## config.mk

```make
export PLATFORM = sky130hd
export DESIGN_NAME = vnh_octave
export DESIGN_NICKNAME = d
export VERILOG_FILES = /design/src/hdl/vnh_pkg.sv /design/src/hdl/vnh_octave.sv
export SDC_FILE = /design/constraint.sdc
export NUM_CORES = 2
export LEC_CHECK = 0
export ABC_AREA = 1
export CAP_MARGIN = 20
export CORE_MARGIN = 5
export CORE_UTILIZATION = 25
export CTS_CLUSTER_DIAMETER = 100
export CTS_CLUSTER_SIZE = 24
export DETAILED_ROUTE_END_ITERATION = 16
export DONT_BUFFER_PORTS = 1
export PLACE_DENSITY = 0.48
export SLEW_MARGIN = 15
export SYNTH_ARGS = -nofsm -noshare
export SYNTH_HDL_FRONTEND = slang
export SYNTH_SLANG_ARGS = --single-unit
```

## constraint.sdc

```tcl
create_clock -name clk -period 7.1 [get_ports clk]
set_input_delay 0 -clock clk [delete_from_list [all_inputs] [get_ports clk]]
set_output_delay 0 -clock clk [all_outputs]
set_load 0.02 [all_outputs]
```

## src/hdl/vnh_pkg.sv

```systemverilog
// ----------------------------------------------------------------------------
// vnh_pkg
// Shared types, widths and the lattice hash table for the value noise
// heightmap pipeline.
// ----------------------------------------------------------------------------
package vnh_pkg;

  localparam int COORD_W  = 10;
  localparam int SEED_W   = 8;
  localparam int LAT_W    = 8;   // lattice index, wraps modulo 256
  localparam int FRAC_W   = 4;   // fraction, always scaled to a step of 16
  localparam int WGT_W    = 12;  // smoothstep weight in units of 16^-3
  localparam int LO_W     = 20;  // x blend in units of 16^-3
  localparam int OCT_W    = 32;  // y blend in units of 16^-6
  localparam int HEIGHT_W = 16;
  localparam int SUM_W    = 33;
  localparam int NSTG     = 6;   // register stages from input to height

  localparam logic [7:0] HASH_TABLE [256] = '{
    8'd208, 8'd34,  8'd231, 8'd213, 8'd32,  8'd248, 8'd233, 8'd56,
    8'd161, 8'd78,  8'd24,  8'd140, 8'd71,  8'd48,  8'd140, 8'd254,
    8'd245, 8'd255, 8'd247, 8'd247, 8'd40,  8'd185, 8'd248, 8'd251,
    8'd245, 8'd28,  8'd124, 8'd204, 8'd204, 8'd76,  8'd36,  8'd1,
    8'd107, 8'd28,  8'd234, 8'd163, 8'd202, 8'd224, 8'd245, 8'd128,
    8'd167, 8'd204, 8'd9,   8'd92,  8'd217, 8'd54,  8'd239, 8'd174,
    8'd173, 8'd102, 8'd193, 8'd189, 8'd190, 8'd121, 8'd100, 8'd108,
    8'd167, 8'd44,  8'd43,  8'd77,  8'd180, 8'd204, 8'd8,   8'd81,
    8'd70,  8'd223, 8'd11,  8'd38,  8'd24,  8'd254, 8'd210, 8'd210,
    8'd177, 8'd32,  8'd81,  8'd195, 8'd243, 8'd125, 8'd8,   8'd169,
    8'd112, 8'd32,  8'd97,  8'd53,  8'd195, 8'd13,  8'd203, 8'd9,
    8'd47,  8'd104, 8'd125, 8'd117, 8'd114, 8'd124, 8'd165, 8'd203,
    8'd181, 8'd235, 8'd193, 8'd206, 8'd70,  8'd180, 8'd174, 8'd0,
    8'd167, 8'd181, 8'd41,  8'd164, 8'd30,  8'd116, 8'd127, 8'd198,
    8'd245, 8'd146, 8'd87,  8'd224, 8'd149, 8'd206, 8'd57,  8'd4,
    8'd192, 8'd210, 8'd65,  8'd210, 8'd129, 8'd240, 8'd178, 8'd105,
    8'd228, 8'd108, 8'd245, 8'd148, 8'd140, 8'd40,  8'd35,  8'd195,
    8'd38,  8'd58,  8'd65,  8'd207, 8'd215, 8'd253, 8'd65,  8'd85,
    8'd208, 8'd76,  8'd62,  8'd3,   8'd237, 8'd55,  8'd89,  8'd232,
    8'd50,  8'd217, 8'd64,  8'd244, 8'd157, 8'd199, 8'd121, 8'd252,
    8'd90,  8'd17,  8'd212, 8'd203, 8'd149, 8'd152, 8'd140, 8'd187,
    8'd234, 8'd177, 8'd73,  8'd174, 8'd193, 8'd100, 8'd192, 8'd143,
    8'd97,  8'd53,  8'd145, 8'd135, 8'd19,  8'd103, 8'd13,  8'd90,
    8'd135, 8'd151, 8'd199, 8'd91,  8'd239, 8'd247, 8'd33,  8'd39,
    8'd145, 8'd101, 8'd120, 8'd99,  8'd3,   8'd186, 8'd86,  8'd99,
    8'd41,  8'd237, 8'd203, 8'd111, 8'd79,  8'd220, 8'd135, 8'd158,
    8'd42,  8'd30,  8'd154, 8'd120, 8'd67,  8'd87,  8'd167, 8'd135,
    8'd176, 8'd183, 8'd191, 8'd253, 8'd115, 8'd184, 8'd21,  8'd233,
    8'd58,  8'd129, 8'd233, 8'd142, 8'd39,  8'd128, 8'd211, 8'd118,
    8'd137, 8'd139, 8'd255, 8'd114, 8'd20,  8'd218, 8'd113, 8'd154,
    8'd27,  8'd127, 8'd246, 8'd250, 8'd1,   8'd8,   8'd198, 8'd250,
    8'd209, 8'd92,  8'd222, 8'd173, 8'd21,  8'd88,  8'd102, 8'd219
  };

  // Stage load strobes for one octave unit
  typedef struct packed {
    logic ld_row;
    logic ld_row_hash;
    logic ld_corner;
    logic ld_xblend;
    logic ld_yblend;
  } oct_ctl_t;

  // f*f*(48-2f) for a fraction f of 16
  function automatic logic [WGT_W-1:0] smooth_weight(input logic [FRAC_W-1:0] f);
    logic [7:0]  f2;
    logic [5:0]  span;
    logic [13:0] prod;
    f2   = {4'd0, f} * {4'd0, f};
    span = 6'd48 - {1'b0, f, 1'b0};
    prod = {6'd0, f2} * {8'd0, span};
    return prod[WGT_W-1:0];
  endfunction

endpackage

```

## src/hdl/vnh_octave.sv

```systemverilog
// ----------------------------------------------------------------------------
// vnh_octave
// One octave of 2D value noise: row hash, corner hash, x blend, y blend.
// Fractions arrive scaled to a step of 16, so the result is always in
// units of 2^-24.
// ----------------------------------------------------------------------------
module vnh_octave import vnh_pkg::*; (
  input  logic                  clk,
  input  oct_ctl_t              ctl,
  input  logic [SEED_W-1:0]     seed,
  input  logic [LAT_W-1:0]      xi,
  input  logic [LAT_W-1:0]      yi,
  input  logic [FRAC_W-1:0]     fx,
  input  logic [FRAC_W-1:0]     fy,
  output logic [OCT_W-1:0]      oct
);

  // stage A
  logic [LAT_W-1:0] row0, row1, xi_a;
  logic [WGT_W-1:0] wx_a, wy_a;
  // stage B
  logic [7:0]       hr0, hr1;
  logic [LAT_W-1:0] xi_b;
  logic [WGT_W-1:0] wx_b, wy_b;
  // stage C
  logic [7:0]       cs, ct, cu, cv;
  logic [WGT_W-1:0] wx_c, wy_c;
  // stage D
  logic [LO_W-1:0]  lo, hi;
  logic [WGT_W-1:0] wy_d;

  logic [LAT_W-1:0]   col0, col0p, col1, col1p;
  logic signed [8:0]  d_ts, d_vu;
  logic signed [21:0] p_ts, p_vu, lo_full, hi_full;
  logic [LO_W-1:0]    lo_next, hi_next;
  logic signed [20:0] d_hl;
  logic signed [33:0] p_hl, oct_full;
  logic [OCT_W-1:0]   oct_next;

  always_ff @(posedge clk) begin
    if (ctl.ld_row) begin
      row0 <= yi + seed;
      row1 <= yi + seed + 8'd1;
      xi_a <= xi;
      wx_a <= smooth_weight(fx);
      wy_a <= smooth_weight(fy);
    end
  end

  always_ff @(posedge clk) begin
    if (ctl.ld_row_hash) begin
      hr0  <= HASH_TABLE[row0];
      hr1  <= HASH_TABLE[row1];
      xi_b <= xi_a;
      wx_b <= wx_a;
      wy_b <= wy_a;
    end
  end

  always_comb begin
    col0  = hr0 + xi_b;
    col0p = hr0 + xi_b + 8'd1;
    col1  = hr1 + xi_b;
    col1p = hr1 + xi_b + 8'd1;
  end

  always_ff @(posedge clk) begin
    if (ctl.ld_corner) begin
      cs   <= HASH_TABLE[col0];
      ct   <= HASH_TABLE[col0p];
      cu   <= HASH_TABLE[col1];
      cv   <= HASH_TABLE[col1p];
      wx_c <= wx_b;
      wy_c <= wy_b;
    end
  end

  // x blend: s*4096 + (t-s)*wx, always within [0, 255*4096]
  always_comb begin
    d_ts    = $signed({1'b0, ct}) - $signed({1'b0, cs});
    d_vu    = $signed({1'b0, cv}) - $signed({1'b0, cu});
    p_ts    = d_ts * $signed({1'b0, wx_c});
    p_vu    = d_vu * $signed({1'b0, wx_c});
    lo_full = $signed({2'b00, cs, 12'd0}) + p_ts;
    hi_full = $signed({2'b00, cu, 12'd0}) + p_vu;
    lo_next = lo_full[LO_W-1:0];
    hi_next = hi_full[LO_W-1:0];
  end

  always_ff @(posedge clk) begin
    if (ctl.ld_xblend) begin
      lo   <= lo_next;
      hi   <= hi_next;
      wy_d <= wy_c;
    end
  end

  // y blend
  always_comb begin
    d_hl     = $signed({1'b0, hi}) - $signed({1'b0, lo});
    p_hl     = d_hl * $signed({1'b0, wy_d});
    oct_full = $signed({2'b00, lo, 12'd0}) + p_hl;
    oct_next = oct_full[OCT_W-1:0];
  end

  always_ff @(posedge clk) begin
    if (ctl.ld_yblend) begin
      oct <= oct_next;
    end
  end

endmodule

```

==> flow_summary.ini <==
[clock_tree]
clock_sinks = 225
cts_tree = built
cts.clk_slew.worst_paths_ns = 0.09
cts_buffers = 20
cts_max_path_buffers = 3
cts-root-buf = clkbuf_16
htreeDepth = 1
clk_latency_ns = 0.59

[die]
die_area_um2 = 186000
start_util_pct = 25.2
pin_count = 70
coreArea_um2 = 176000
die_h_um = 431
die_w_um = 431
num_rows = 154

[route]
detail-route-antenna-nets = 0
dr_total_vias = 46200
wl_met3_mm = 13.0
wl_per_cell_um = 20.6
via_per_inst = 5.20
drt_iter0_markers = 5097
wl_met1_mm = 77.6
wl_mm = 183
dr.pass1.iters = 7
route.met2.wl_mm = 83.1
top_layer = met5
drcViolationCount = 0

[yosys]
ys.warnings.count = 0
synth_area_leaders = fa_1 18%, edfxtp_1 15%, nand2_1 14%, nand3_1 11%, ha_1 11%
synth_edf_count = 225
synth_top_cell_area_share_pct = 17.6
ys_types = 61
async_flop_share_pct = 0
synth_seq_area_share_pct = 15.2
synth_top_flop_cell = edfxtp_1
ys_seq_elements = 225
synth_cells = 6558
syn_area_um2 = 44300
netlist.top_cell.by_area = fa_1
syn_avg_cell_area_um2 = 6.76

[critical_path]
critPathCaptureType = flop
max_stage_delay_ns = 0.56
arrival_ns = 7.18
cp_cell_sequence = inv_1, ha_1, nand2_1, nor4_2, nand3_1, nand3_1, nand2_1, nand2_1, buf_4, nor2_1, fa_1, fa_1, fa_1, fa_1, fa_1, inv_1, fa_1, inv_1, ha_1, a21oi_1, o21ai_0, o21bai_1, buf_4, xor2_1
worst-path-buf-inv = 5
cp_top_family = adder cells
critPathKind = reg2reg
regToRegSetupSlack_ns = 0.27
critPathLaunchType = flop
cp_slowest_cell = fa_1
required_ns = 7.45
cp_common_cell = fa_1
crit_fanout = 5

[final_layout]
fin_util_pct = 27.8
final_common_cell = nand2_1
layout_common_cells = 1655 x nand2_1, 957 x nand3_1, 928 x inv_1
syn_to_final_growth_pct = 10.4
final_nets = 7333
drive_gt1_share_pct = 5.85

[sta]
min_period_ns = 6.83
final_max_slew_viol_count = 0
finClkSkew_ns = 0.0383
worst_pin_slew_ns = 1.09
whs_ns = 0.0540
fin_crit_sh_pct = 96.2
relSlewSlack_pct = 27.0
rsz0062_at_grt = yes
hold_viol_final = 0
fmax_mhz = 146
finalSetupViolCount = 0

[run_status]
outcome = finished, final reports clean

[grt]
track_usage_pct = 18.9
antenna_found_initial = 5
grt-ovfl-total = 0
grt_max_degree = 80
grt_pass1_wl_mm = 278
grt_pass1_vias = 45100

[placement]
hpwl_mm = 139
port_buffers = 0
gp_congestion = 0.958

[min_path]
hold_path.class = in2reg

[flow_run]
drv_cap = 0
-- sequential cells by signal (all words and copies together), names as in the netlist --
register,flops
row0,8
hr0,8
row1,8
wx_c,11
wy_a,11
wy_b,11
cv,8
lo,19
wy_c,11
oct,30
wx_b,11
wy_d,11
xi_b,8
xi_a,8
hr1,8
cs,8
cu,8
hi,19
wx_a,11
ct,8
-- cell usage after synthesis (17+ instances only) --
cell / number
nor3_1: 20
clkbuf_1: 150
o311ai_0: 18
nand3b_1: 17
nand4_1: 75
o21ai_0: 360
buf_1: 30
xor2_1: 72
xnor2_1: 38
edfxtp_1: 225
nand2_1: 1666
o211ai_1: 90
a31oi_1: 22
nor2_1: 549
nand3_1: 959
inv_1: 932
ha_1: 383
a21oi_1: 225
fa_1: 389
buf_2: 109
buf_4: 21
or2_2: 32
-- tightest hold or removal path: stages --
cell     delay [ns]
ha_1           0.19
nand3_1        0.13
xor2_1         0.17
-- cell families (layout without fill, tap and decap cells) --
kind of cell / Yosys count / in the layout / share of synthesized area [%]
other: 1 / 6 / 0.00846
adders and majority gates: 772 / 772 / 28.4
buffers and inverters: 1274 / 1249 / 11.3
AOI/OAI and AO/OA: 813 / 813 / 10.5
DFF: 225 / 225 / 15.2
xor gates and xnor gates: 114 / 114 / 2.34
and+or+nand+nor: 3359 / 3359 / 32.3
-- timing repair --
action,in CTS,in global routing
pin swaps,0,13
buffers inserted,0,9
setup endpoints to repair,7,15
gates resized for setup,4,65
endpoints found under the hold margin,252,0
hold buffers,47,0
-- per-layer routing --
| layer | global-route usage (%) | vias to the layer above |
|---|---|---|
| li1 | - | 21200 |
| met2 | 30.6 | 2202 |
| met4 | 8.31 | 2 |
| met5 | 0 | - |
| met3 | 2.13 | 449 |
| met1 | 25.4 | 22300 |
-- layout make-up --
class,count,area [µm²]
fill,19800,127000
multi-input combinational,5060,32800
sequential,225,6760
inverter,962,3620
tap,2340,2930
timing repair buffer,254,2150
clock buffer,20,500
clock inverter,13,140
antenna,4,10.0
-- final timing paths --
path	startpoint	endpoint	depth (start not counted)
max reg2reg	lo[14]	oct[26]	24
max	lo[14]	oct[26]	24
min	seed[0]	row1[3]	3
min reg2reg	wx_a[2]	wx_b[2]	0
-- per-stage QoR --
stage	TNS (ns)	cell area, µm²	cells	setup slack [ns]
2_1_floorplan	0	44300	6559	0.392
3_3_place_gp	-0.0991	47400	8783	-0.0822
3_5_place_dp	-0.679	47400	8783	-0.202
4_1_cts	0	48600	8863	0.000204
5_1_grt	-0.294	48900	8877	-0.0891
6_report	0	48900	8878	0.269
Power is not shown: default switching activity piles up to over one toggle a cycle in this logic, so the estimate is an artifact.
